## config.mk

```make
export PLATFORM = sky130hd
export DESIGN_NAME = ansi_sgr_color_parser_top_flat
export DESIGN_NICKNAME = d
export VERILOG_FILES = /design/src/asgr_pkg.sv /design/src/asgr_if.sv /design/src/asgr_fsm.sv /design/src/ansi_sgr_color_parser_top.sv /design/src/flat_wrapper.sv
export SDC_FILE = /design/constraint.sdc
export NUM_CORES = 1
export LEC_CHECK = 0
export BUFFER_PORTS_ARGS = -buffer_cell sky130_fd_sc_hd__buf_2
export CAP_MARGIN = 20
export CORE_UTILIZATION = 45
export DETAILED_ROUTE_END_ITERATION = 7
export PLACE_DENSITY = 0.61
export SLEW_MARGIN = 30
export SYNTH_ARGS = -nofsm -noshare
export SYNTH_HDL_FRONTEND = slang
export SYNTH_SLANG_ARGS = --single-unit
```

## constraint.sdc

```tcl
create_clock -name clk -period 7.8 [get_ports clk]
set_input_delay 1.56 -clock clk [delete_from_list [all_inputs] [get_ports clk]]
set_output_delay 1.56 -clock clk [all_outputs]
set_load 0.02 [all_outputs]
```

## src/asgr_pkg.sv

```systemverilog
// Types, codes and helpers shared by the SGR color parser.
`default_nettype none
package asgr_pkg;

	// Position in the grammar "[0m", "[0;FGm", "[0;FG;BGm".
	typedef enum logic [3:0] {
		PH_IDLE = 4'd0,
		PH_MODE = 4'd1,
		PH_SEP1 = 4'd2,
		PH_FG1  = 4'd3,
		PH_FG2  = 4'd4,
		PH_SEP2 = 4'd5,
		PH_BG1  = 4'd6,
		PH_BG1B = 4'd7,
		PH_BG2  = 4'd8,
		PH_END  = 4'd9
	} asgr_phase_t;

	// Register indexes of the write port.
	localparam logic REG_DEFAULT_ATTR = 1'b0;
	localparam logic REG_COLOR_TABLE  = 1'b1;

	localparam logic [7:0]  DEFAULT_ATTR_RST = 8'h07;
	localparam logic [23:0] COLOR_TABLE_RST  = 24'hEE9CA0;

	// Characters of the grammar.
	localparam logic [7:0] CH_LBRACK = 8'h5B;
	localparam logic [7:0] CH_SEMI   = 8'h3B;
	localparam logic [7:0] CH_M      = 8'h6D;
	localparam logic [7:0] CH_0      = 8'h30;
	localparam logic [7:0] CH_1      = 8'h31;
	localparam logic [7:0] CH_3      = 8'h33;
	localparam logic [7:0] CH_4      = 8'h34;
	localparam logic [7:0] CH_7      = 8'h37;
	localparam logic [7:0] CH_9      = 8'h39;

	// Table digits used by the zero codes.
	localparam logic [2:0] FG_ZERO_DIGIT = 3'd7;
	localparam logic [2:0] BG_ZERO_DIGIT = 3'd0;

	localparam logic STATUS_OK     = 1'b0;
	localparam logic STATUS_REJECT = 1'b1;

	// One result of the parser core.
	typedef struct packed {
		logic       fire;
		logic [7:0] attribute;
		logic       status;
		logic [3:0] consumed;
	} asgr_res_t;

	// Pick the 3-bit VGA color of an ANSI base digit.
	function automatic logic [2:0] table_color(input logic [23:0] tbl, input logic [2:0] digit);
		logic [23:0] sh;
		sh = tbl >> ({2'b00, digit} * 5'd3);
		return sh[2:0];
	endfunction

endpackage
`default_nettype wire

```

## src/asgr_if.sv

```systemverilog
// Valid/ready channels for escape bytes in and attribute results out.
`default_nettype none
interface asgr_in_if;
	logic       valid;
	logic       ready;
	logic [7:0] ch;
	logic       seq_start;

	modport source (output valid, output ch, output seq_start, input ready);
	modport sink   (input valid, input ch, input seq_start, output ready);
endinterface

interface asgr_out_if;
	logic       valid;
	logic       ready;
	logic [7:0] attribute;
	logic       status;
	logic [3:0] consumed;

	modport source (output valid, output attribute, output status, output consumed,
		input ready);
	modport sink   (input valid, input attribute, input status, input consumed,
		output ready);
endinterface
`default_nettype wire

```

## src/asgr_fsm.sv

```systemverilog
// Grammar state machine: consumes one byte per step and forms the result.
`default_nettype none
module asgr_fsm
	import asgr_pkg::*;
(
	input  wire logic        clk,
	input  wire logic        arst_n,
	input  wire logic        step,
	input  wire logic [7:0]  ch,
	input  wire logic        seq_start,
	input  wire logic [7:0]  default_attr,
	input  wire logic [23:0] color_table,
	output asgr_res_t        res
);

	asgr_phase_t phase_q, phase_d;
	logic [3:0]  count_q, count_d;
	logic [2:0]  fg_dig_q, fg_dig_d, bg_dig_q, bg_dig_d;
	logic        fg_brt_q, fg_brt_d, bg_brt_q, bg_brt_d;
	logic        fg_zero_q, fg_zero_d, bg_zero_q, bg_zero_d;
	logic        is_digit07;
	logic [3:0]  fg_nib, bg_nib;

	assign is_digit07 = (ch >= CH_0) && (ch <= CH_7);

	assign fg_nib = fg_zero_q ? {1'b0, table_color(color_table, FG_ZERO_DIGIT)}
		: {fg_brt_q, table_color(color_table, fg_dig_q)};
	assign bg_nib = bg_zero_q ? {1'b0, table_color(color_table, BG_ZERO_DIGIT)}
		: {bg_brt_q, table_color(color_table, bg_dig_q)};

	always_ff @(posedge clk or negedge arst_n) begin
		if (!arst_n) begin
			phase_q   <= PH_IDLE;
			count_q   <= '0;
			fg_dig_q  <= '0;
			fg_brt_q  <= 1'b0;
			fg_zero_q <= 1'b1;
			bg_dig_q  <= '0;
			bg_brt_q  <= 1'b0;
			bg_zero_q <= 1'b1;
		end else if (step) begin
			phase_q   <= phase_d;
			count_q   <= count_d;
			fg_dig_q  <= fg_dig_d;
			fg_brt_q  <= fg_brt_d;
			fg_zero_q <= fg_zero_d;
			bg_dig_q  <= bg_dig_d;
			bg_brt_q  <= bg_brt_d;
			bg_zero_q <= bg_zero_d;
		end
	end

	always_comb begin
		phase_d   = phase_q;
		count_d   = count_q;
		fg_dig_d  = fg_dig_q;
		fg_brt_d  = fg_brt_q;
		fg_zero_d = fg_zero_q;
		bg_dig_d  = bg_dig_q;
		bg_brt_d  = bg_brt_q;
		bg_zero_d = bg_zero_q;
		res       = '{fire: 1'b0, attribute: 8'h00, status: STATUS_REJECT,
			consumed: count_q};

		if (seq_start) begin
			// Start over: drop any open sequence without a result.
			count_d      = 4'd1;
			fg_dig_d     = '0;
			fg_brt_d     = 1'b0;
			fg_zero_d    = 1'b1;
			bg_dig_d     = '0;
			bg_brt_d     = 1'b0;
			bg_zero_d    = 1'b1;
			res.consumed = 4'd1;
			if (ch != CH_LBRACK) begin
				res.fire = 1'b1;
				phase_d  = PH_IDLE;
			end else begin
				phase_d = PH_MODE;
			end
		end else if (phase_q != PH_IDLE) begin
			count_d      = count_q + 4'd1;
			res.consumed = count_d;
			// Reject unless an arm below moves on or accepts.
			res.fire     = 1'b1;
			phase_d      = PH_IDLE;
			unique case (phase_q)
				PH_MODE: begin
					if (ch == CH_0) begin
						res.fire = 1'b0;
						phase_d  = PH_SEP1;
					end
				end
				PH_SEP1: begin
					if (ch == CH_M) begin
						res.attribute = default_attr;
						res.status    = STATUS_OK;
					end else if (ch == CH_SEMI) begin
						res.fire = 1'b0;
						phase_d  = PH_FG1;
					end
				end
				PH_FG1: begin
					if (ch == CH_0) begin
						res.fire  = 1'b0;
						fg_zero_d = 1'b1;
						phase_d   = PH_SEP2;
					end else if (ch == CH_3 || ch == CH_9) begin
						res.fire  = 1'b0;
						fg_zero_d = 1'b0;
						fg_brt_d  = (ch == CH_9);
						phase_d   = PH_FG2;
					end
				end
				PH_FG2: begin
					if (is_digit07) begin
						res.fire = 1'b0;
						fg_dig_d = ch[2:0];
						phase_d  = PH_SEP2;
					end
				end
				PH_SEP2: begin
					if (ch == CH_M) begin
						res.attribute = {default_attr[7:4], fg_nib};
						res.status    = STATUS_OK;
					end else if (ch == CH_SEMI) begin
						res.fire = 1'b0;
						phase_d  = PH_BG1;
					end
				end
				PH_BG1: begin
					if (ch == CH_0) begin
						res.fire  = 1'b0;
						bg_zero_d = 1'b1;
						phase_d   = PH_END;
					end else if (ch == CH_4) begin
						res.fire  = 1'b0;
						bg_zero_d = 1'b0;
						bg_brt_d  = 1'b0;
						phase_d   = PH_BG2;
					end else if (ch == CH_1) begin
						res.fire = 1'b0;
						phase_d  = PH_BG1B;
					end
				end
				PH_BG1B: begin
					if (ch == CH_0) begin
						res.fire  = 1'b0;
						bg_zero_d = 1'b0;
						bg_brt_d  = 1'b1;
						phase_d   = PH_BG2;
					end
				end
				PH_BG2: begin
					if (is_digit07) begin
						res.fire = 1'b0;
						bg_dig_d = ch[2:0];
						phase_d  = PH_END;
					end
				end
				PH_END: begin
					if (ch == CH_M) begin
						res.attribute = {bg_nib, fg_nib};
						res.status    = STATUS_OK;
					end
				end
				default: begin
					// Unused codes behave as idle.
					res.fire = 1'b0;
					count_d  = count_q;
				end
			endcase
		end
	end

`ifndef SYNTH
	a_done_goes_idle: assert property (@(posedge clk) disable iff (!arst_n)
		(step && res.fire) |=> (phase_q == PH_IDLE))
		else $error("phase not idle after a result");
	a_reject_zero: assert property (@(posedge clk) disable iff (!arst_n)
		(res.fire && res.status == STATUS_REJECT) |-> (res.attribute == 8'h00))
		else $error("rejected sequence carries an attribute");
	a_count_range: assert property (@(posedge clk) disable iff (!arst_n)
		res.fire |-> (res.consumed != 4'd0 && res.consumed <= 4'd10))
		else $error("consumed count out of range");
`endif

endmodule
`default_nettype wire

```

## src/ansi_sgr_color_parser_top.sv

```systemverilog
// Top level of the SGR color escape parser with its input and result registers.
//
// The parser takes the bytes that follow an ESC, one byte per item on the seq
// channel, and checks them against "[0m", "[0;FGm" and "[0;FG;BGm" (FG is 0,
// 30-37 or 90-97, BG is 0, 40-47 or 100-107; 9x and 10x set the bright bit).
// Each sequence not abandoned gives exactly one item on attr: status 0 with
// the VGA attribute byte (fg in bits 3:0, bg in bits 7:4), or status 1 with a
// zero attribute at the first bad byte; consumed counts bytes from the
// bracket through the final byte. Bytes outside an open sequence give
// nothing; seq_start abandons any open sequence. Throughput is one byte per
// clock unless a finished result waits on a stalled attr channel while the
// byte in the input register would produce another one. Each byte passes an
// input register, the grammar logic and a result register that offers its
// result on attr. default_attribute (index 0) and color_table (index 1,
// entry i in bits 3i+2:3i) are written through wr_en/wr_index/wr_data; the
// user must write them only while the block idles, which the block itself
// does not enforce.
`default_nettype none
module ansi_sgr_color_parser_top
	import asgr_pkg::*;
(
	input  wire logic  clk,
	input  wire logic  arst_n,
	input  wire logic  wr_en,
	input  wire logic  wr_index,
	input  wire logic [23:0] wr_data,
	asgr_in_if.sink    seq,
	asgr_out_if.source attr
);

	logic [7:0]  default_attr_q;
	logic [23:0] color_table_q;

	logic        valid_s1;
	logic [7:0]  ch_s1;
	logic        start_s1;

	logic        out_valid_q;
	logic [7:0]  attribute_q;
	logic        status_q;
	logic [3:0]  consumed_q;

	asgr_res_t   res;
	logic        out_free;
	logic        go_s1;

	// Configuration registers.
	always_ff @(posedge clk or negedge arst_n) begin
		if (!arst_n) begin
			default_attr_q <= DEFAULT_ATTR_RST;
			color_table_q  <= COLOR_TABLE_RST;
		end else if (wr_en) begin
			unique case (wr_index)
				REG_DEFAULT_ATTR: default_attr_q <= wr_data[7:0];
				REG_COLOR_TABLE:  color_table_q  <= wr_data;
				default: ;
			endcase
		end
	end

	// Advance the stage-1 item unless it makes a result and the result
	// register is still full.
	assign out_free  = !out_valid_q || attr.ready;
	assign go_s1     = valid_s1 && (!res.fire || out_free);
	assign seq.ready = !valid_s1 || go_s1;

	always_ff @(posedge clk or negedge arst_n) begin
		if (!arst_n) begin
			valid_s1 <= 1'b0;
		end else if (seq.ready) begin
			valid_s1 <= seq.valid;
		end
	end

	always_ff @(posedge clk) begin
		if (seq.valid && seq.ready) begin
			ch_s1    <= seq.ch;
			start_s1 <= seq.seq_start;
		end
	end

	asgr_fsm u_fsm (
		.clk          (clk),
		.arst_n       (arst_n),
		.step         (go_s1),
		.ch           (ch_s1),
		.seq_start    (start_s1),
		.default_attr (default_attr_q),
		.color_table  (color_table_q),
		.res          (res)
	);

	// Result register: load on a result, drop once taken.
	always_ff @(posedge clk or negedge arst_n) begin
		if (!arst_n) begin
			out_valid_q <= 1'b0;
		end else if (go_s1 && res.fire) begin
			out_valid_q <= 1'b1;
		end else if (attr.ready) begin
			out_valid_q <= 1'b0;
		end
	end

	always_ff @(posedge clk) begin
		if (go_s1 && res.fire) begin
			attribute_q <= res.attribute;
			status_q    <= res.status;
			consumed_q  <= res.consumed;
		end
	end

	assign attr.valid     = out_valid_q;
	assign attr.attribute = attribute_q;
	assign attr.status    = status_q;
	assign attr.consumed  = consumed_q;

`ifndef SYNTH
	a_stalled_s1_holds: assert property (@(posedge clk) disable iff (!arst_n)
		(valid_s1 && !go_s1) |=> (valid_s1 && $stable(ch_s1) && $stable(start_s1)))
		else $error("stage-1 item lost while stalled");
	a_no_overwrite: assert property (@(posedge clk) disable iff (!arst_n)
		(out_valid_q && !attr.ready) |-> !(go_s1 && res.fire))
		else $error("result register overwritten while full");
`endif

endmodule
`default_nettype wire

```

## src/flat_wrapper.sv

```systemverilog
// flat-port wrapper written by rule: the top's interface ports become plain ports
module ansi_sgr_color_parser_top_flat import asgr_pkg::*;
  (clk, arst_n, wr_en, wr_index, wr_data, seq_valid, seq_ch, seq_seq_start, seq_ready, attr_valid, attr_attribute, attr_status, attr_consumed, attr_ready);
  asgr_in_if seq_i ();
  asgr_out_if attr_i ();
  input  wire logic clk;
  input  wire logic arst_n;
  input  wire logic wr_en;
  input  wire logic wr_index;
  input  wire logic [23:0] wr_data;
  input wire logic [$bits(seq_i.valid)-1:0] seq_valid;
  input wire logic [$bits(seq_i.ch)-1:0] seq_ch;
  input wire logic [$bits(seq_i.seq_start)-1:0] seq_seq_start;
  output wire logic [$bits(seq_i.ready)-1:0] seq_ready;
  output wire logic [$bits(attr_i.valid)-1:0] attr_valid;
  output wire logic [$bits(attr_i.attribute)-1:0] attr_attribute;
  output wire logic [$bits(attr_i.status)-1:0] attr_status;
  output wire logic [$bits(attr_i.consumed)-1:0] attr_consumed;
  input wire logic [$bits(attr_i.ready)-1:0] attr_ready;
  assign seq_i.valid = seq_valid;
  assign seq_i.ch = seq_ch;
  assign seq_i.seq_start = seq_seq_start;
  assign seq_ready = seq_i.ready;
  assign attr_valid = attr_i.valid;
  assign attr_attribute = attr_i.attribute;
  assign attr_status = attr_i.status;
  assign attr_consumed = attr_i.consumed;
  assign attr_i.ready = attr_ready;
  ansi_sgr_color_parser_top u_core (.clk(clk), .arst_n(arst_n), .wr_en(wr_en), .wr_index(wr_index), .wr_data(wr_data), .seq(seq_i), .attr(attr_i));
endmodule
```

# Word-level counts from Yosys, hierarchy flattened
# Cells that the tools add are included.
# W data, S select, Z words.
[op_classes]
multipliers = 2
addsub = 1
shifts = 2
n_reduce_logical = 37
eq_ne = 22
bitwise = 2
order_cmp = 2
mux = 69
[op_table]
columns = ["op", "count"]
rows = [
  ["$mux W4", 13],
  ["$eq A8 B6 Y1 const B", 6],
  ["$shr A24 B5 Y3", 2],
  ["$mux W3", 12],
  ["$mux W1", 33],
  ["$pmux W4 S8", 1],
  ["$mux W9", 3],
  ["$pmux W9 S3", 1],
  ["$eq A4 B3 Y1 const B", 4],
  ["$reduce_bool A2 Y1", 8],
  ["$mux W14", 1],
  ["$reduce_and A4 Y1", 3],
  ["$mul A3 B2 Y5 const B", 2],
  ["$reduce_and A5 Y1", 2],
  ["$ne A3 B2 Y1 const B", 3],
  ["$reduce_or A9 Y1", 1],
  ["$eq A4 B2 Y1 const B", 2],
  ["$eq A4 B4 Y1 const B", 2],
  ["$eq A8 B7 Y1 const B", 1],
  ["$ge A8 B6 Y1 const B", 1],
  ["$le A8 B6 Y1 const B", 1],
  ["$ne A8 B7 Y1 const B", 1],
  ["$reduce_or A2 Y1", 4],
  ["$pmux W1 S6", 1],
  ["other kinds (15)", 29],
]
[word_totals]
regBits = 74
output_inout_bits = 15
inputBits = 39
word_cells = 154

# Longest topological paths before layout
# Gate-level depths: netlist (run 1).
[logic_depth]
ltp_word = 12
mapped_depth = 11
ltp_nobuf = 7

# Cells and area by module
# A second synthesis (run 1) with hierarchy kept.
[unflattened]
hier_cells = 334
area_unflattened_um2 = 4046.4
[by_module_without_submodules]
columns = ["module", "seq_area_each_um2", "instances", "cells_per_inst", "area_each_um2"]
rows = [
  ["ansi_sgr_color_parser_top", 1530.2, 1, 101, 2060.7],
  ["asgr_fsm", 452.9, 1, 233, 1985.7],
]

# Least setup slack after synthesis (run 1)
# Ideal clock, no wire load.
[synth_path]
kind = "input to output"
startpoint = "input port attr_ready"
endpoint = "output port seq_ready"
n_path_buf = 0
required_time_ns = 6.240
arrival_time_ns = 2.105
cell_stages = 2
slack_ns = 4.135
path_cell_list = "nand2b_1 -> or2_2"
[synth_between]
elab_chain_cells = 4
[synth_lines]
columns = ["item", "line_no", "rtl"]
rows = [
  ["start, declared", "flat_wrapper.sv:19", "input wire logic [$bits(attr_i.ready)-1:0] attr_ready;"],
  ["$logic_or A1 B1 Y1", "ansi_sgr_color_parser_top.sv:63", "assign out_free = !out_valid_q || attr.ready;"],
  ["$logic_or A1 B1 Y1", "ansi_sgr_color_parser_top.sv:64", "assign go_s1 = valid_s1 && (!res.fire || out_free);"],
  ["$logic_and A1 B1 Y1", "ansi_sgr_color_parser_top.sv:64", ""],
  ["$logic_or A1 B1 Y1", "ansi_sgr_color_parser_top.sv:65", "assign seq.ready = !valid_s1 || go_s1;"],
  ["end, declared", "flat_wrapper.sv:14", "output wire logic [$bits(seq_i.ready)-1:0] seq_ready;"],
]
# No other way between the ends.

# Worst setup path in the final report (run 1)
[layout_path]
startpoint = "register u_core.ch_s1[7]"
endpoint = "output port seq_ready"
[layout_between]
elab_chain_cells = 11
elab_cells_between_ends = 29
cone_classes = "order compare (2); eq/ne (8); mux (13); reduce/logical (6)"
[layout_lines]
columns = ["item", "line_no", "rtl"]
rows = [
  ["start, declared", "ansi_sgr_color_parser_top.sv:35", "logic [7:0] ch_s1;"],
  ["start signal, assigned", "ansi_sgr_color_parser_top.sv:77", "ch_s1 <= seq.ch;"],
  ["parallel branches: the longest is 6 deep, another holds $ge A8 B6 Y1", "n/a", ""],
  ["$mux W1 (*)", "asgr_fsm.sv:65", "if (seq_start) begin"],
  ["$logic_not A1 Y1 (*)", "ansi_sgr_color_parser_top.sv:64", ""],
  ["$logic_or A1 B1 Y1 (*)", "ansi_sgr_color_parser_top.sv:64", ""],
  ["$logic_and A1 B1 Y1 (*)", "ansi_sgr_color_parser_top.sv:64", ""],
  ["$logic_or A1 B1 Y1 (*)", "ansi_sgr_color_parser_top.sv:65", ""],
]
# Every way passes the cells marked *.

==> metrics, run 1 <==
TritonCTS Sinks 74; area fraction in compound gates after synthesis 13.2%; fin crit share 56.6%; via count roughly 2800; final setup fails 0; final design utilization 53.6%; Period minus WS final 4.42 ns; total placed cells including tap cells 474; area leader, netlist dfrtp_1; Setup Skew 0.0134 ns; Vias/cell 5.74; CP Capture Type output pin; number of global-route vias before repair 2686; status finished clean; post_cts resized 0; clk slew on worst S/H paths 0.08 ns; Final GP Congestion just over 0.8; Post-Syn Instances 342; num rows 33; largest net degree at the start of global routing 53; Initial Util a little under half; VDD IR max 0.000136 V; synth top area cells dfrtp_1 (22%), edfxtp_1 (17%), dfstp_2 (11%); Ys Warns 0; most frequent cell after synthesis dfrtp_1; post-CTS setup buffers 0; Die Width 96.2 um; Root Buffer clkbuf_8; dpl ws 3.81 ns; Synth Area in Simple Gates 13.2%; HP Class flop to flop; adder-cell share of the synthesized area 0.314%; Total Routed Length roughly 8700 um; post-synthesis sequential area ratio 49.7%; Routed Antenna Nets 0; n_diodes 0; Peak Freq 226 MHz; clk_lat worst skew roughly 0.35 ns; CORE AREA 8380 um2; Post-Syn Nets 382; IO Pins 54; Final Hold Vio Count 0; critical path arrival 2.86 ns; Synth top area share 22.0%; Post-synth EDFFs 22; TritonCTS clock tree done; cts hold-fix bufs 0; Detailed Routing Iterations Pass 1 4; Cell Pwr Density about 250 nW/um2; Leak 0.00180 uW; Max clock buf depth 2; nets 420; Setup WS post-layout 3.38 ns; dpl hpwl around 6100 um; Post-Synth XOR/XNOR Area 1.32%; Max Cap Violations 0; Congestion Overflow GR 0; Yosys cell types 61; layout cells sized above 1 between 30% and 40%; mux share of post-synthesis cell area 18.3%; full die area just over 9000 um2; Iter 0 DRT Violations around 140; Port Buffers 53; FF+latch count, synth between 70 and 80; Crit Path Class flop to output pin; DRC viols 0; Avg Inst Size Synth 11.7 um2; number of buffers created by CTS 9; Overall Global Routing Usage a little over a fifth; antenna violations before repair 0; Startpoint Class flop; Final Non-Filler Cells 490; Crit Path Max Fanout 11; global-route wire length before repair 14200 um; Area Growth Syn to Fin 12.6%; per-cell routed wire length ~18 um; commonest cells in the synthesized netlist dfrtp_1 (35), mux2_2 (33), nand2_1 (24); Synth Flop Type dfrtp_1; Final Slew Violations 0; Worst-Margin Slew 0.760 ns; htree depth 3; die height 96.2 um; Cell Area, Synth 3990 um2; worst endpoint required time 6.24 ns; setup_tns 0 ns; largest family of logic cells by synthesized area multiplexers; Relative slew margins 49.2%; RSZ-0062 raised after global routing no; Synth async-reset ratio 70.3%
logic make-up (layout without fill, tap and decap cells):
logic type	after synthesis	in the layout
AO/OA/AOI/OAI	72	72
flip-flops	74	74
adder cells (fa/ha/maj)	1	1
buffers and inverters	35	78
AND/OR/NAND/NOR	100	100
XOR/XNOR	6	6
multiplexers	54	54
power by group:
part | internal, uW | total, uW | switching (uW) | leakage [uW]
Clock | 170 | 328 | 157 | 0.000110
Combinational | 139 | 231 | 91.3 | 0.000871
Sequential | 466 | 546 | 80.2 | 0.000814
Total | 776 | 1100 | 329 | 0.00180
layer usage:
metal	wire (um)	part of all wire (%)	up-vias	track usage, %
met1	4290	49	1378	30.5
li1	-	-	1358	-
met4	89	1.0	0	7.96
met5	0	0	-	0
met2	3910	45	70	30.6
met3	377	4.3	8	3.95
state kept, by name, summed over array words and instances (netlist names), 3 cells and up:
register / cells
u_core.ch_s1: 8
u_core.u_fsm.bg_dig_q: 3
u_core.u_fsm.phase_q: 4
u_core.color_table_q: 24
u_core.u_fsm.count_q: 4
u_core.u_fsm.fg_dig_q: 3
u_core.default_attr_q: 8
u_core.attr.consumed: 4
u_core.attr.attribute: 8
stage by stage:
stage | hold slack, ns | total power, uW | cell area [um2]
detailed placement | 0.500 | 786 | 4270
global placement | 0.498 | 781 | 4270
CTS | 0.521 | 1110 | 4490
floorplan | 0.476 | 722 | 3990
global route | 0.534 | 1160 | 4490
finish | 0.517 | 1100 | 4490
cells in the final DEF, fill, tap and decap left out, drive strengths merged, types with 3 or more instances in the layout:
cell type / n
edfxtp: 22
dfstp: 17
nor2b: 7
a211oi: 3
nand2b: 6
a21oi: 15
a22oi: 6
a21o: 5
mux2i: 9
nor3: 9
o21ai: 11
nand2: 24
o21a: 3
o22ai: 3
nand3: 5
xnor2: 4
inv: 10
buf: 55
mux2: 33
nor4: 3
and3: 7
or4: 4
dfrtp: 35
o31ai: 7
nor2: 22
mux4: 12
clkbuf: 10
worst paths after layout:
kind	cells after the start	end	startpoint	slack, ns
worst max-delay path	8	seq_ready	u_core.ch_s1[7]$_DFFE_PP_	3.38
worst min-delay path	1	u_core.default_attr_q[7]$_DFFE_PN0P_	u_core.default_attr_q[7]$_DFFE_PN0P_	0.52
worst max register to register	7	u_core.ch_s1[1]$_DFFE_PP_	u_core.ch_s1[7]$_DFFE_PP_	4.81
worst min register to register	1	u_core.default_attr_q[7]$_DFFE_PN0P_	u_core.default_attr_q[7]$_DFFE_PN0P_	0.52
max in group asynchronous	2	u_core.u_fsm.bg_dig_q[1]$_DFFE_PN0P_	arst_n	6.02
min in group asynchronous	2	u_core.attr.valid$_DFFE_PN0P_	arst_n	1.31
worst max-delay path: stages (launching register included):
cell,delay (ns)
edfxtp_1,0.43
nand4bb_1,0.50
o311a_1,0.44
a311o_1,0.30
a311oi_2,0.26
o21ai_0,0.16
nand2_1,0.15
or2_2,0.12
buf_2,0.15
final cells by class:
class / instances / area [um2]
clock buffers: 10 / 149
clock inverters: 6 / 68.8
fillers: 751 / 3890
inverters: 7 / 26.3
multi-input cells: 233 / 1850
flip-flops and latches: 74 / 1980
well taps: 105 / 131
repair buffers: 55 / 280
(Power assumes the default switching activity.)
==> run 2: changes to the inputs <==
clock period = 4.1 ns   (was 7.8 ns; I/O delays follow)
==> metrics, run 2 (same netlist as run 1, synthesis figures left out) <==
status finished clean; Overall Global Routing Usage 21.1%; Biggest register u_core.color_table_q; Vias/cell 5.74; Area Growth Syn to Fin 12.1%; full die area about 9200 um2; R2R depth 7; CORE AREA 8380 um2; die height 96.2 um; layout cells sized above 1 approximately 38%; number of buffers created by CTS 9; Max clock buf depth 2; DRC viols 0; TritonCTS clock tree done; CP Capture Type output pin; IO Pins 54; Placed Instance Area 4290 um2; Storage cell area 1980 um2; crit-path cells or3_1 > o311a_1 > a311o_1 > a311oi_2 > o21ai_0 > nand2_1 > or2_2 > buf_2; Final Slew Violations 0; Port Buffers 53; Initial Util between 40 and 50%; RR Startpoint u_core.u_fsm.phase_q[2]$_DFFE_PN0P_; antenna violations before repair 0; Final GP Congestion 0.809; setup_tns 0 ns; critical path arrival 2.81 ns; post_cts resized 0; Relative slew margins 39.3%; Peak Freq between 200 and 300 MHz; TritonCTS Sinks between 70 and 80; leading cell types in the layout, fill and taps excluded buf_2 (53), dfrtp_1 (35), mux2_2 (33); Detailed Routing Iterations Pass 1 4; dpl hpwl 6380 um; Crit Path Max Fanout 11; Setup Skew 0.0106 ns; dpl ws 0.837 ns; HP Class input port to asynchronous set/reset pin; Setup WS post-layout ~0.47 ns; Total Routed Length approximately 8900 um; reg2reg setup slack 1.08 ns; Critical-path top delay cell edfxtp_1; Hold Slack 0.459 ns; Largest register FFs 24; cts hold-fix bufs 0; max incr delay on CP 0.53 ns; Congestion Overflow GR 0; WP buf/inv 1; via count around 2800; global-route wire length before repair between 10000 and 15000 um; clk_lat worst skew 0.35 ns; # fillers 748; RSZ-0062 raised after global routing no; Cell Pwr Density 453 nW/um2; Root Buffer clkbuf_8; Iter 0 DRT Violations 195; htree depth 3; post-CTS setup buffers 0; area of the multi-input gates roughly 1900 um2; worst endpoint required time 3.28 ns; n_diodes 0; Max Cap Violations 0; Startpoint Class flop; nets about 420; VDD IR max ~0.00025 V; Routed Antenna Nets 0; clk slew on worst S/H paths approximately 0.090 ns; Leak 0.00178 uW; most common cell after layout, fill and taps aside buf_2; per-cell routed wire length between 15 and 20 um; largest net degree at the start of global routing 28; Crit path max-delay family compound AO/OA/AOI/OAI gates; num rows 33; fin crit share between 80% and 90%; final setup fails 0; Worst-Margin Slew 0.911 ns; reg2reg end u_core.u_fsm.phase_q[1]$_DFFE_PN0P_; number of global-route vias before repair 2692; Die Width 96.2 um; Design Area, Final ~4500 um2; Final Hold Vio Count 0; Period minus WS final 3.63 ns; Crit Path Class flop to output pin
## run 2: cell types whose count changed in the layout (fill, tap and decap cells not counted), sizes merged
cell	before	now
clkbuf	10	9
inv	10	11
clkinvlp	0	2
clkinv	2	1
bufinv	1	0
buf	55	57
## run 2: cell type report
cell class / count / share of cell area, %
clock inverters: 7 / 1.29
multi-input cells: 233 / 41.5
repair buffers: 57 / 6.60
well taps: 105 / 2.94
flip-flops and latches: 74 / 44.3
clock buffers: 9 / 2.77
inverters: 7 / 0.588
## run 2: worst max-delay path by stage
stage	cells after the start	slack [ns]	endpoint	startpoint
after CTS	8	0.44	seq_ready	u_core.ch_s1[0]$_DFFE_PP_
final	8	0.47	seq_ready	u_core.ch_s1[0]$_DFFE_PP_
after global routing	8	0.27	seq_ready	u_core.u_fsm.phase_q[2]$_DFFE_PN0P_
after detailed placement	8	0.84	seq_ready	u_core.ch_s1[0]$_DFFE_PP_
after global placement	8	0.87	seq_ready	u_core.ch_s1[0]$_DFFE_PP_
after floorplan	8	1.18	seq_ready	u_core.ch_s1[1]$_DFFE_PP_
## run 2: stage by stage
| stage | cells | power [uW] | utilization (%) |
|---|---|---|---|
| 6_report | 492 | 2030 | 53.4 |
| 2_1_floorplan | 342 | 1370 | - |
| 3_5_place_dp | 476 | 1500 | 51.2 |
| 5_1_grt | 492 | 2140 | 53.4 |
| 4_1_cts | 492 | 2050 | 53.3 |
| 3_3_place_gp | 476 | 1490 | 51.2 |
## run 2: layer usage
metal | global-route usage (%) | share of wire, % | wire, um
met2 | 31.6 | 47 | 4200
met1 | 30.5 | 47 | 4220
met4 | 7.09 | 0.98 | 87
met3 | 4.19 | 4.6 | 407
met5 | 0 | 0 | 0
## run 2: worst register-to-register path, delay by kind of cell (launching register included)
kind                   cells  cell delay, ns
buffers and inverters      1            0.27
flip-flops                 1            0.60
AND/OR/NAND/NOR            1            0.75
AO/OA/AOI/OAI              5            1.29
## run 2: power breakdown
group / total, uW / internal, uW / switching [uW]
logic: 444 / 267 / 177
clock network: 538 / 229 / 308
registers: 1050 / 886 / 159
